File: src/sv/lecc_pkg.sv
`default_nettype none
package lecc_pkg;

   localparam int MAX_VERTICES = 1024;
   localparam int MAX_EDGES    = 4096;

   localparam int VTX_W = 10;
   localparam int LBL_W = 8;
   localparam int IDX_W = $clog2(MAX_EDGES);
   localparam int CNT_W = $clog2(MAX_EDGES + 1);

   typedef logic [CNT_W-1:0] count_type;
   typedef logic [IDX_W-1:0] index_type;

   typedef struct packed {
      logic [VTX_W-1:0] src;
      logic [VTX_W-1:0] dst;
      logic [LBL_W-1:0] label;
   } edge_type;

   typedef struct packed {
      logic      rd_en;
      index_type rd_addr;
      logic      wr_en;
      index_type wr_addr;
      edge_type  wr_data;
   } mem_req_type;

   typedef struct packed {
      logic      valid;
      count_type added;
      count_type count;
      logic      overflow;
   } result_type;

   localparam logic FUNC_ADD  = 1'b0;
   localparam logic FUNC_RULE = 1'b1;

endpackage
`default_nettype wire

File: src/sv/lecc_seq.sv
`default_nettype none
module lecc_seq (
   input  wire logic                  clock,
   input  wire logic                  reset,
   input  wire logic                  start,
   input  wire logic                  func,
   input  wire lecc_pkg::edge_type    add_edge,
   input  wire logic [7:0]            first_label,
   input  wire logic [7:0]            second_label,
   input  wire logic [7:0]            new_label,
   input  wire logic                  out_free,
   input  wire lecc_pkg::edge_type    rd_data,
   output logic                       idle,
   output lecc_pkg::mem_req_type      mem_req,
   output lecc_pkg::result_type       result
);
   import lecc_pkg::*;

   typedef enum logic [8:0] {
      S_IDLE   = 9'b0_0000_0001,
      S_A_NEXT = 9'b0_0000_0010,
      S_A_CHK  = 9'b0_0000_0100,
      S_B_NEXT = 9'b0_0000_1000,
      S_B_CHK  = 9'b0_0001_0000,
      S_D_NEXT = 9'b0_0010_0000,
      S_D_CHK  = 9'b0_0100_0000,
      S_INS    = 9'b0_1000_0000,
      S_DONE   = 9'b1_0000_0000
   } state_type;

   state_type  state_ff, state_in;
   count_type  a_ff, a_in, b_ff, b_in, k_ff, k_in;
   count_type  count_ff, count_in, added_ff, added_in;
   logic       ovf_ff, ovf_in, is_rule_ff, is_rule_in;
   edge_type   ea_ff, ea_in, cand_ff, cand_in;
   logic [LBL_W-1:0] f1_ff, f1_in, f2_ff, f2_in, nl_ff, nl_in;
   logic       vtx_ok;

   assign vtx_ok = (32'(add_edge.src) < 32'(MAX_VERTICES)) &&
                   (32'(add_edge.dst) < 32'(MAX_VERTICES));

   always_comb begin
      state_in   = state_ff;
      a_in       = a_ff;
      b_in       = b_ff;
      k_in       = k_ff;
      count_in   = count_ff;
      added_in   = added_ff;
      ovf_in     = ovf_ff;
      is_rule_in = is_rule_ff;
      ea_in      = ea_ff;
      cand_in    = cand_ff;
      f1_in      = f1_ff;
      f2_in      = f2_ff;
      nl_in      = nl_ff;
      mem_req    = '0;
      unique case (state_ff)
         S_IDLE: begin
            if (start) begin
               added_in = '0;
               ovf_in   = 1'b0;
               k_in     = '0;
               a_in     = '0;
               f1_in    = first_label;
               f2_in    = second_label;
               nl_in    = new_label;
               cand_in  = add_edge;
               if (func == FUNC_RULE) begin
                  is_rule_in = 1'b1;
                  state_in   = S_A_NEXT;
               end else begin
                  is_rule_in = 1'b0;
                  state_in   = vtx_ok ? S_D_NEXT : S_DONE;
               end
            end
         end
         S_A_NEXT: begin
            if (a_ff < count_ff) begin
               mem_req.rd_en   = 1'b1;
               mem_req.rd_addr = a_ff[IDX_W-1:0];
               state_in        = S_A_CHK;
            end else begin
               state_in = S_DONE;
            end
         end
         S_A_CHK: begin
            ea_in = rd_data;
            if (rd_data.label == f1_ff) begin
               b_in     = '0;
               state_in = S_B_NEXT;
            end else begin
               a_in     = a_ff + 1'b1;
               state_in = S_A_NEXT;
            end
         end
         S_B_NEXT: begin
            if (b_ff < count_ff) begin
               mem_req.rd_en   = 1'b1;
               mem_req.rd_addr = b_ff[IDX_W-1:0];
               state_in        = S_B_CHK;
            end else begin
               a_in     = a_ff + 1'b1;
               state_in = S_A_NEXT;
            end
         end
         S_B_CHK: begin
            if (rd_data.label == f2_ff && ea_ff.dst == rd_data.src) begin
               cand_in.src   = ea_ff.src;
               cand_in.dst   = rd_data.dst;
               cand_in.label = nl_ff;
               k_in          = '0;
               state_in      = S_D_NEXT;
            end else begin
               b_in     = b_ff + 1'b1;
               state_in = S_B_NEXT;
            end
         end
         S_D_NEXT: begin
            if (k_ff < count_ff) begin
               mem_req.rd_en   = 1'b1;
               mem_req.rd_addr = k_ff[IDX_W-1:0];
               state_in        = S_D_CHK;
            end else begin
               state_in = S_INS;
            end
         end
         S_D_CHK: begin
            if (rd_data == cand_ff) begin
               // duplicate: resume the caller
               if (is_rule_ff) begin
                  b_in     = b_ff + 1'b1;
                  state_in = S_B_NEXT;
               end else begin
                  state_in = S_DONE;
               end
            end else begin
               k_in     = k_ff + 1'b1;
               state_in = S_D_NEXT;
            end
         end
         S_INS: begin
            if (count_ff >= CNT_W'(MAX_EDGES)) begin
               ovf_in = 1'b1;
            end else begin
               mem_req.wr_en   = 1'b1;
               mem_req.wr_addr = count_ff[IDX_W-1:0];
               mem_req.wr_data = cand_ff;
               count_in        = count_ff + 1'b1;
               added_in        = added_ff + 1'b1;
            end
            if (is_rule_ff) begin
               b_in     = b_ff + 1'b1;
               state_in = S_B_NEXT;
            end else begin
               state_in = S_DONE;
            end
         end
         S_DONE: begin
            if (out_free) begin
               state_in = S_IDLE;
            end
         end
         default: begin
            state_in = S_IDLE;
         end
      endcase
   end

   always_ff @(posedge clock) begin
      if (reset) begin
         state_ff <= S_IDLE;
         count_ff <= '0;
      end else begin
         state_ff <= state_in;
         count_ff <= count_in;
      end
      a_ff       <= a_in;
      b_ff       <= b_in;
      k_ff       <= k_in;
      added_ff   <= added_in;
      ovf_ff     <= ovf_in;
      is_rule_ff <= is_rule_in;
      ea_ff      <= ea_in;
      cand_ff    <= cand_in;
      f1_ff      <= f1_in;
      f2_ff      <= f2_in;
      nl_ff      <= nl_in;
   end

   assign idle            = (state_ff == S_IDLE);
   assign result.valid    = (state_ff == S_DONE);
   assign result.added    = added_ff;
   assign result.count    = count_ff;
   assign result.overflow = ovf_ff;

endmodule
`default_nettype wire

File: config.mk
export PLATFORM = sky130hd
export DESIGN_NAME = lecc_seq
export DESIGN_NICKNAME = d
export VERILOG_FILES = /design/src/sv/lecc_pkg.sv /design/src/sv/lecc_seq.sv
export SDC_FILE = /design/constraint.sdc
export NUM_CORES = 1
export LEC_CHECK = 0
export BUFFER_PORTS_ARGS = -buffer_cell sky130_fd_sc_hd__buf_2
export CELL_PAD_IN_SITES_DETAIL_PLACEMENT = 2
export CELL_PAD_IN_SITES_GLOBAL_PLACEMENT = 2
export CORE_MARGIN = 2
export CORE_UTILIZATION = 32
export DETAILED_ROUTE_END_ITERATION = 12
export MAX_ROUTING_LAYER = met4
export PLACE_DENSITY = 0.83
export SETUP_SLACK_MARGIN = 0.05
export SLEW_MARGIN = 0
export SYNTH_ARGS = -nofsm -noshare
export SYNTH_HDL_FRONTEND = slang
export SYNTH_SLANG_ARGS = --single-unit
File: constraint.sdc
create_clock -name clock -period 4 [get_ports clock]
set_input_delay 0.8 -clock clock [delete_from_list [all_inputs] [get_ports clock]]
set_output_delay 0.8 -clock clock [all_outputs]
set_load 0.1 [all_outputs]
==> Flow_metrics.wiki, run 1 <==
{| class="wikitable"
! Metric !! Value
|-
| Run status || finished with violations
|-
| Failing checks || negative setup slack
|-
| Routed wire length || 33400 um
|-
| Cells after Synth || 719
|-
| Skew-Pair Late Insertion Delay || 0.45 ns
|-
| Dominant cell type by area after synthesis || sky130_fd_sc_hd__edfxtp_1
|-
| Number of H-tree levels || 4
|-
| Row count || 58
|-
| Final core area utilization || 0.441
|-
| Worst-case vdd ir drop || 0.294 mV
|-
| Synth Net Count || 845
|-
| Post-layout instance count excluding filler cells || 1268
|-
| Number of enable flip-flop cells after synthesis || 126
|-
| Sequential area share after synthesis || 0.517
|-
| Die area || 26800 um2
|-
| Cell Chain, Critical Path || clkinvlp_4, ha_1, a21o_1, a31oi_1, o21ai_1, a41oi_2, nor3b_4, buf_6, a221o_1, buf_12
|-
| TritonCTS Buffers || 17
|-
| Top flip-flop cell by instance count after synthesis || sky130_fd_sc_hd__edfxtp_1
|-
| Critical R2R Launch || count_ff[2]
|-
| Clock period minus final worst setup slack || 4.09 ns
|-
| Total power of the final layout || 5.02 mW
|-
| Max Root-Sink Buffers || 2
|-
| Final period utilization || 1.02
|-
| Post-DR vias/cell || 5.37
|-
| Min-Delay Path Class || primary input to flop
|-
| Vias after detailed routing || 6807
|-
| Routability Congestion || 0.829
|-
| Number of max-cap violations || 0
|-
| Count of distinct cell types in the synthesized netlist || 59
|-
| Share of synthesized registers carrying an async set or reset || 0
|-
| Max Clk Rate || 0.245 GHz
|-
| Total Nets Final || 1044
|-
| Met1 capacity usage during global routing || 0.257
|-
| Worst Slack Setup Final || -0.0856 ns
|-
| Slowest cell delay on critical path || 0.38 ns
|-
| Hold buffer count at CTS || 0
|-
| Number of global-route vias before repair || 7514
|-
| Total instance count after detailed placement || 1209
|-
| Routed Antenna Nets || 0
|-
| Clk sink count || 148
|-
| Setup Crit Path Kind || flop to output port
|-
| Largest fanout of any net on the critical path || 7
|-
| M2 GR Usage || 0.412
|-
| Setup tns final || -0.754 ns
|-
| Placeable Area || 25100 um2
|-
| Finish-stage setup viols || 13
|-
| Initial antenna violation count || 7
|-
| Initial detailed-routing violation count || 329
|-
| Library cell contributing the largest single delay on the critical path || sky130_fd_sc_hd__dfxtp_2
|-
| WL/cell || 26.3 um
|-
| Worst Path Required || 3.20 ns
|-
| Overall die width || 164 um
|-
| Wire length of the first global-routing pass || 46000 um
|-
| Critical path origin || count_ff[2]
|-
| First-pass iteration count of the detailed router || 7
|-
| Post-CTS clock slew at the launch and capture registers of the worst setup and hold paths || 0.08 ns
|-
| Boundary Pins || 168
|-
| Power per Cell Area || 454 nW/um2
|-
| Final Hold Viols || 0
|-
| DRC violations left || 0
|-
| Initial Utilization || 0.325
|-
| Grt peak-use layer || met2
|-
| Leading cell type by number of instances after synthesis || sky130_fd_sc_hd__edfxtp_1
|-
| Number of pins exceeding their max-slew limit in the final report || 0
|-
| Critical Path Source Type || flop
|-
| Cell at the root of the clock tree || sky130_fd_sc_hd__clkbuf_16
|-
| Category of the worst setup path capture point || output port
|-
| Post-synthesis register bit count || 148
|-
| Number of buffers added on ports || 167
|-
| Detailed Place HPWL || 22500 um
|-
| Number of warnings printed during yosys synthesis || 0
|-
| CTS tree || yes
|-
| Average instance area after synthesis || 11.4 um2
|-
| Fraction of final layout cells with drive strength greater than 1 || 0.332
|-
| Layout Area Growth over Synthesis || 35.4%
|-
| Worst Max-Slew Pin Slew || 0.977 ns
|-
| Cell area after synthesis || 8170 um2
|-
| LEAKAGE || 4.18 nW
|-
| Worst slew margin relative to its limit || 0.348
|-
| Crit path arrival time || 3.29 ns
|-
| Share of the synthesized area in the top cell type || 0.463
|-
| Vertical die dimension || 164 um
|-
| Maximum number of pins on one net before global-route repair || 32
|-
| Cell types with the largest area share after synthesis || sky130_fd_sc_hd__edfxtp_1 (46%), sky130_fd_sc_hd__xnor2_1 (7.3%), sky130_fd_sc_hd__ha_1 (6.3%)
|-
| Total routing resource utilization after global routing || 0.240
|-
| Critical hold path startpoint || new_label[5]
|-
| Routing usage on met3 || 0.0664
|-
| Clock skew || 0.0189 ns
|-
| Gr ovfl total || 0
|-
| Post-synth top cells || sky130_fd_sc_hd__edfxtp_1 (126), sky130_fd_sc_hd__nor2_1 (78), sky130_fd_sc_hd__xnor2_1 (68)
|}
[state kept, by name, summed over array words and instances (netlist names)]
register and flops:
f2_ff 8, k_ff 13, nl_ff 8, is_rule_ff 1, f1_ff 8, a_ff 13
ea_ff 20, ovf_ff 1, b_ff 13, cand_ff 28, count_ff 13, added_ff 13
state_ff 9
[power by group]
part	switching (mW)	internal (mW)	leakage (nW)
Clock	0.842	0.850	0.294
Combinational	0.786	0.359	2.53
Sequential	0.243	1.94	1.35
Total	1.87	3.15	4.18
[area by class of cell]
cell class / count / area [um2]
Timing Repair Buffer: 201 / 1760
Inverter: 22 / 101
Clock inverter: 15 / 188
Tap cell: 330 / 413
Fill cell: 2624 / 14000
Multi-Input combinational cell: 528 / 3920
Antenna cell: 7 / 17.5
Clock buffer: 17 / 425
Sequential cell: 148 / 4240
[what timing repair did]
item                       CTS  global route
buffers inserted             3            16
gates cloned                 0             1
pin swaps                    0             4
gates resized for setup      5            25
setup endpoints to repair   13            13
[per-stage QoR]
step	setup slack (ns)	cell area, um2	hold slack (ns)
floorplan	-0.157	8200	0.523
global placement	0.570	10100	0.473
detailed placement	0.507	10100	0.510
CTS	0.0488	10800	0.515
global route	-0.0993	11100	0.508
finish	-0.0856	11100	0.526
[cells in the final DEF (no fill, tap or decap), types with 6 or more instances in the layout]
master	netlist	layout
sky130_fd_sc_hd__a21o_1	10	10
sky130_fd_sc_hd__a21oi_1	17	15
sky130_fd_sc_hd__a221o_2	0	8
sky130_fd_sc_hd__and2_1	40	40
sky130_fd_sc_hd__and3_1	18	18
sky130_fd_sc_hd__buf_12	0	44
sky130_fd_sc_hd__buf_2	7	124
sky130_fd_sc_hd__buf_4	1	30
sky130_fd_sc_hd__clkbuf_16	0	17
sky130_fd_sc_hd__clkinv_8	0	6
sky130_fd_sc_hd__clkinvlp_4	0	6
sky130_fd_sc_hd__dfxtp_1	22	10
sky130_fd_sc_hd__dfxtp_2	0	12
sky130_fd_sc_hd__diode_2	0	7
sky130_fd_sc_hd__edfxtp_1	126	126
sky130_fd_sc_hd__ha_1	41	36
sky130_fd_sc_hd__inv_1	22	17
sky130_fd_sc_hd__mux2_2	28	28
sky130_fd_sc_hd__nand2_1	32	32
sky130_fd_sc_hd__nand2b_1	8	8
sky130_fd_sc_hd__nand3_1	35	35
sky130_fd_sc_hd__nand4_1	15	15
sky130_fd_sc_hd__nor2_1	78	76
sky130_fd_sc_hd__nor3_1	21	20
sky130_fd_sc_hd__o21ai_0	10	7
sky130_fd_sc_hd__xnor2_1	68	68
sky130_fd_sc_hd__xor2_1	39	39
[worst max-delay path: cells and delay by family (launching register included)]
| kind | cells | cell delay (ns) |
|---|---|---|
| fa+ha+maj | 1 | 0.36 |
| buf+inv | 3 | 0.57 |
| flops | 1 | 0.38 |
| simple gates | 1 | 0.34 |
| compound gates | 5 | 1.18 |
[cell families (layout without fill, tap and decap cells)]
logic type               count (synthesis)  count (layout)  share of synthesized area
AND/OR/NAND/NOR                        281             281                      0.182
multiplexers                            28              28                     0.0386
other                                    0               7                          0
AO/OA/AOI/OAI                           71              71                     0.0626
buffers and inverters                   43             255                     0.0222
XOR/XNOR                               107             107                      0.115
adder cells (fa/ha/maj)                 41              41                     0.0628
flip-flops                             148             148                      0.517
[routing by layer]
metal / share of wire / up-vias
li1: - / 3019
met1: 0.38 / 3434
met2: 0.52 / 275
met3: 0.063 / 79
met4: 0.040 / 0
met5: 0 / -
[path summary, 6_finish.rpt]
path / endpoint / slack (ns) / cells after the start
hold reg to reg: count_ff[9] / 0.53 / 2
hold / removal: nl_ff[5] / 0.53 / 1
setup / recovery: mem_req[49] / -0.09 / 10
setup reg to reg: a_ff[12] / 0.89 / 11
No activity file was read; power rests on OpenSTA's default activity.
==> run 2, diff against run 1 <==
PLACE_DENSITY = 0.75   (was 0.83)
==> Flow_metrics.wiki, run 2 (synthesis gave the netlist of run 1 again) <==
{| class="wikitable"
! Metric !! Value
|-
| Critical hold path startpoint || count_ff[9]
|-
| Wire length of the first global-routing pass || 41800 um (-9.0%)
|-
| Routed wire length || 27600 um (-17%)
|-
| Most frequent standard cell in the layout excluding fill and tap cells || sky130_fd_sc_hd__buf_2
|-
| Maximum number of pins on one net before global-route repair || 31 (-3.1%)
|-
| Total Nets Final || 1033 (-1.1%)
|-
| Number of pins exceeding their max-slew limit in the final report || 0 (unchanged)
|-
| Boundary Pins || 168 (unchanged)
|-
| Post-DR vias/cell || 5.09 (-5.2%)
|-
| WHS || 0.502 ns (-0.0243 ns)
|-
| Number of instances on the worst hold path || 2 (+1)
|-
| Number of buffers added on ports || 167 (unchanged)
|-
| Routability Congestion || 0.816 (-1.6%)
|-
| Final Hold Viols || 0 (unchanged)
|-
| Gr ovfl total || 0 (unchanged)
|-
| Post-CTS clock slew at the launch and capture registers of the worst setup and hold paths || 0.07 ns (about the same)
|-
| Largest fanout of any net on the critical path || 13 (+6)
|-
| Detailed Place HPWL || 20700 um (-8.0%)
|-
| Critical R2R Launch || state_ff[0]
|-
| Worst-case register-to-register setup slack || 1.08 ns (+0.19 ns)
|-
| Clock skew || 0.0166 ns (-0.00223 ns)
|-
| Worst r2r dst || k_ff[2]
|-
| Worst Max-Slew Pin Slew || 1.18 ns (+0.200 ns)
|-
| Cell Chain, Critical Path || clkinvlp_4, ha_4, nand3_1, or3_4, a211oi_4, nor3_1, buf_4, and2_0, a221o_2, buf_12
|-
| Routed Antenna Nets || 0 (unchanged)
|-
| Worst Path Required || 3.20 ns (about the same)
|-
| Vias after detailed routing || 6385 (-6.2%)
|-
| Placeable Area || 25100 um2 (unchanged)
|-
| Die area || 26800 um2 (unchanged)
|-
| Skew-Pair Late Insertion Delay || 0.44 ns (about the same)
|-
| Layout Area Growth over Synthesis || 27.7%
|-
| LEAKAGE || 4.03 nW (-3.4%)
|-
| Setup tns final || 0 ns (+0.754 ns)
|-
| Clock period minus final worst setup slack || 3.88 ns (-0.210 ns)
|-
| Final period utilization || 0.969 (-0.0525)
|-
| Slowest cell delay on critical path || 0.42 ns (+0.04 ns)
|-
| Clk sink count || 148 (unchanged)
|-
| Worst hold endpoint || count_ff[9]
|-
| Unrepaired setup endpoints after global routing || yes
|-
| Fraction of final layout cells with drive strength greater than 1 || 0.313 (-0.0189)
|-
| Register ranked first by flip-flop count || cand_ff
|-
| Worst slew margin relative to its limit || 0.210 (-0.138)
|-
| Power per Cell Area || 473 nW/um2 (+4.2%)
|-
| Crit path arrival time || 3.08 ns (-0.21 ns)
|-
| Initial detailed-routing violation count || 319 (-3.0%)
|-
| WL/cell || 22.0 um (-16%)
|-
| TritonCTS Buffers || 17 (unchanged)
|-
| Number of H-tree levels || 4 (unchanged)
|-
| Critical Path Source Type || flop
|-
| Vertical die dimension || 164 um (unchanged)
|-
| Worst Slack Setup Final || 0.124 ns (+0.210 ns)
|-
| Reg2Reg Depth || 5 (-6)
|-
| Post-layout instance area || 10400 um2 (-5.7%)
|-
| First-pass iteration count of the detailed router || 4 (-3)
|-
| Max reg flops || 28 (unchanged)
|-
| Run status || finished, final reports clean
|-
| CTS tree || yes
|-
| Post-place instance area || 9660 um2 (-4.5%)
|-
| Commonest cells after routing, fill and taps aside || sky130_fd_sc_hd__buf_2 (154), sky130_fd_sc_hd__edfxtp_1 (126), sky130_fd_sc_hd__nor2_1 (76), sky130_fd_sc_hd__xnor2_1 (68), sky130_fd_sc_hd__and2_1 (40)
|-
| Setup Crit Path Kind || flop to output port
|-
| DRC violations left || 0 (unchanged)
|-
| Worst-case vdd ir drop || 0.280 mV (-4.7%)
|-
| Min-Delay Path Class || flop to flop
|-
| Number of global-route vias before repair || 7087 (-5.7%)
|-
| Overall die width || 164 um (unchanged)
|-
| Row count || 58 (unchanged)
|-
| Total instance count after detailed placement || 1210 (+0.083%)
|-
| Category of the worst setup path capture point || output port
|-
| Max Clk Rate || 0.258 GHz (+5.4%)
|-
| Total routing resource utilization after global routing || 0.217 (-0.0228)
|-
| Largest regs || cand_ff: 28 flops, ea_ff: 20 flops
|-
| Worst slack after detailed placement || 0.513 ns (+0.00610 ns)
|-
| Cell at the root of the clock tree || sky130_fd_sc_hd__clkbuf_16
|-
| Initial antenna violation count || 5 (-2)
|-
| Finish-stage setup viols || 0 (-13)
|-
| Post-layout instance count excluding filler cells || 1255 (-1.0%)
|-
| Library cell contributing the largest single delay on the critical path || sky130_fd_sc_hd__or3_4
|-
| Initial Utilization || 0.325 (unchanged)
|-
| Number of max-cap violations || 0 (unchanged)
|-
| Max Root-Sink Buffers || 2 (unchanged)
|}
## run 2: changes by cell type in the layout (fill, tap and decap cells not counted), sizes merged
cell,previous run,this run
buf,201,190
inv,23,27
clkinvlp,6,2
bufinv,0,1
clkinv,8,7
diode,7,5
## run 2: layout make-up
class                      instances  area (um2)
fill                            2693       14700
sequential                       148        4240
multi-input combinational        528        3840
timing repair buffer             190        1210
clock buffer                      17         425
tap                              330         413
clock inverter                    15         210
inverter                          22        90.1
antenna                            5        12.5
## run 2: power breakdown
part           internal (mW)  switching (mW)
clock                  0.913           0.791
sequential              1.94           0.230
combinational          0.333           0.725
total                   3.19            1.75
## run 2: through the flow
step,util,power (mW)
2_1_floorplan,-,2.87
3_3_place_gp,0.385,3.21
6_report,0.416,4.94
4_1_cts,0.410,4.97
3_5_place_dp,0.385,3.25
5_1_grt,0.415,5.13
## run 2: per-layer routing
metal	track usage	up-vias	part of all wire
li1	-	2998	-
met1	0.248	3194	0.41
met2	0.372	159	0.51
met3	0.0523	34	0.057
met4	0.0754	0	0.023
met5	-	-	0
## run 2: worst max path at each step
stage / start / end / slack (ns) / cells past startpoint
CTS: b_ff[7] / mem_req[52] / 0.07 / 9
finish: count_ff[11] / mem_req[47] / 0.12 / 10
detailed placement: count_ff[7] / mem_req[52] / 0.51 / 10
floorplan: state_ff[0] / mem_req[32] / -0.16 / 6
global placement: b_ff[7] / mem_req[44] / 0.63 / 9
global route: count_ff[4] / mem_req[52] / -0.001 / 10
## run 2: critical path: cells and delay by family, from the launching register on
family          cells  cell delay (ns)
flops               1             0.37
compound gates      2             0.60
fa+ha+maj           1             0.31
simple gates        4             0.80
buf+inv             3             0.54
## run 2: repair_timing
action	4_1_cts	5_1_grt
setup buffers	0	8
hold buffers	0	0
gates resized for setup	2	9
pin swaps	0	1
endpoints found under the setup margin	11	13
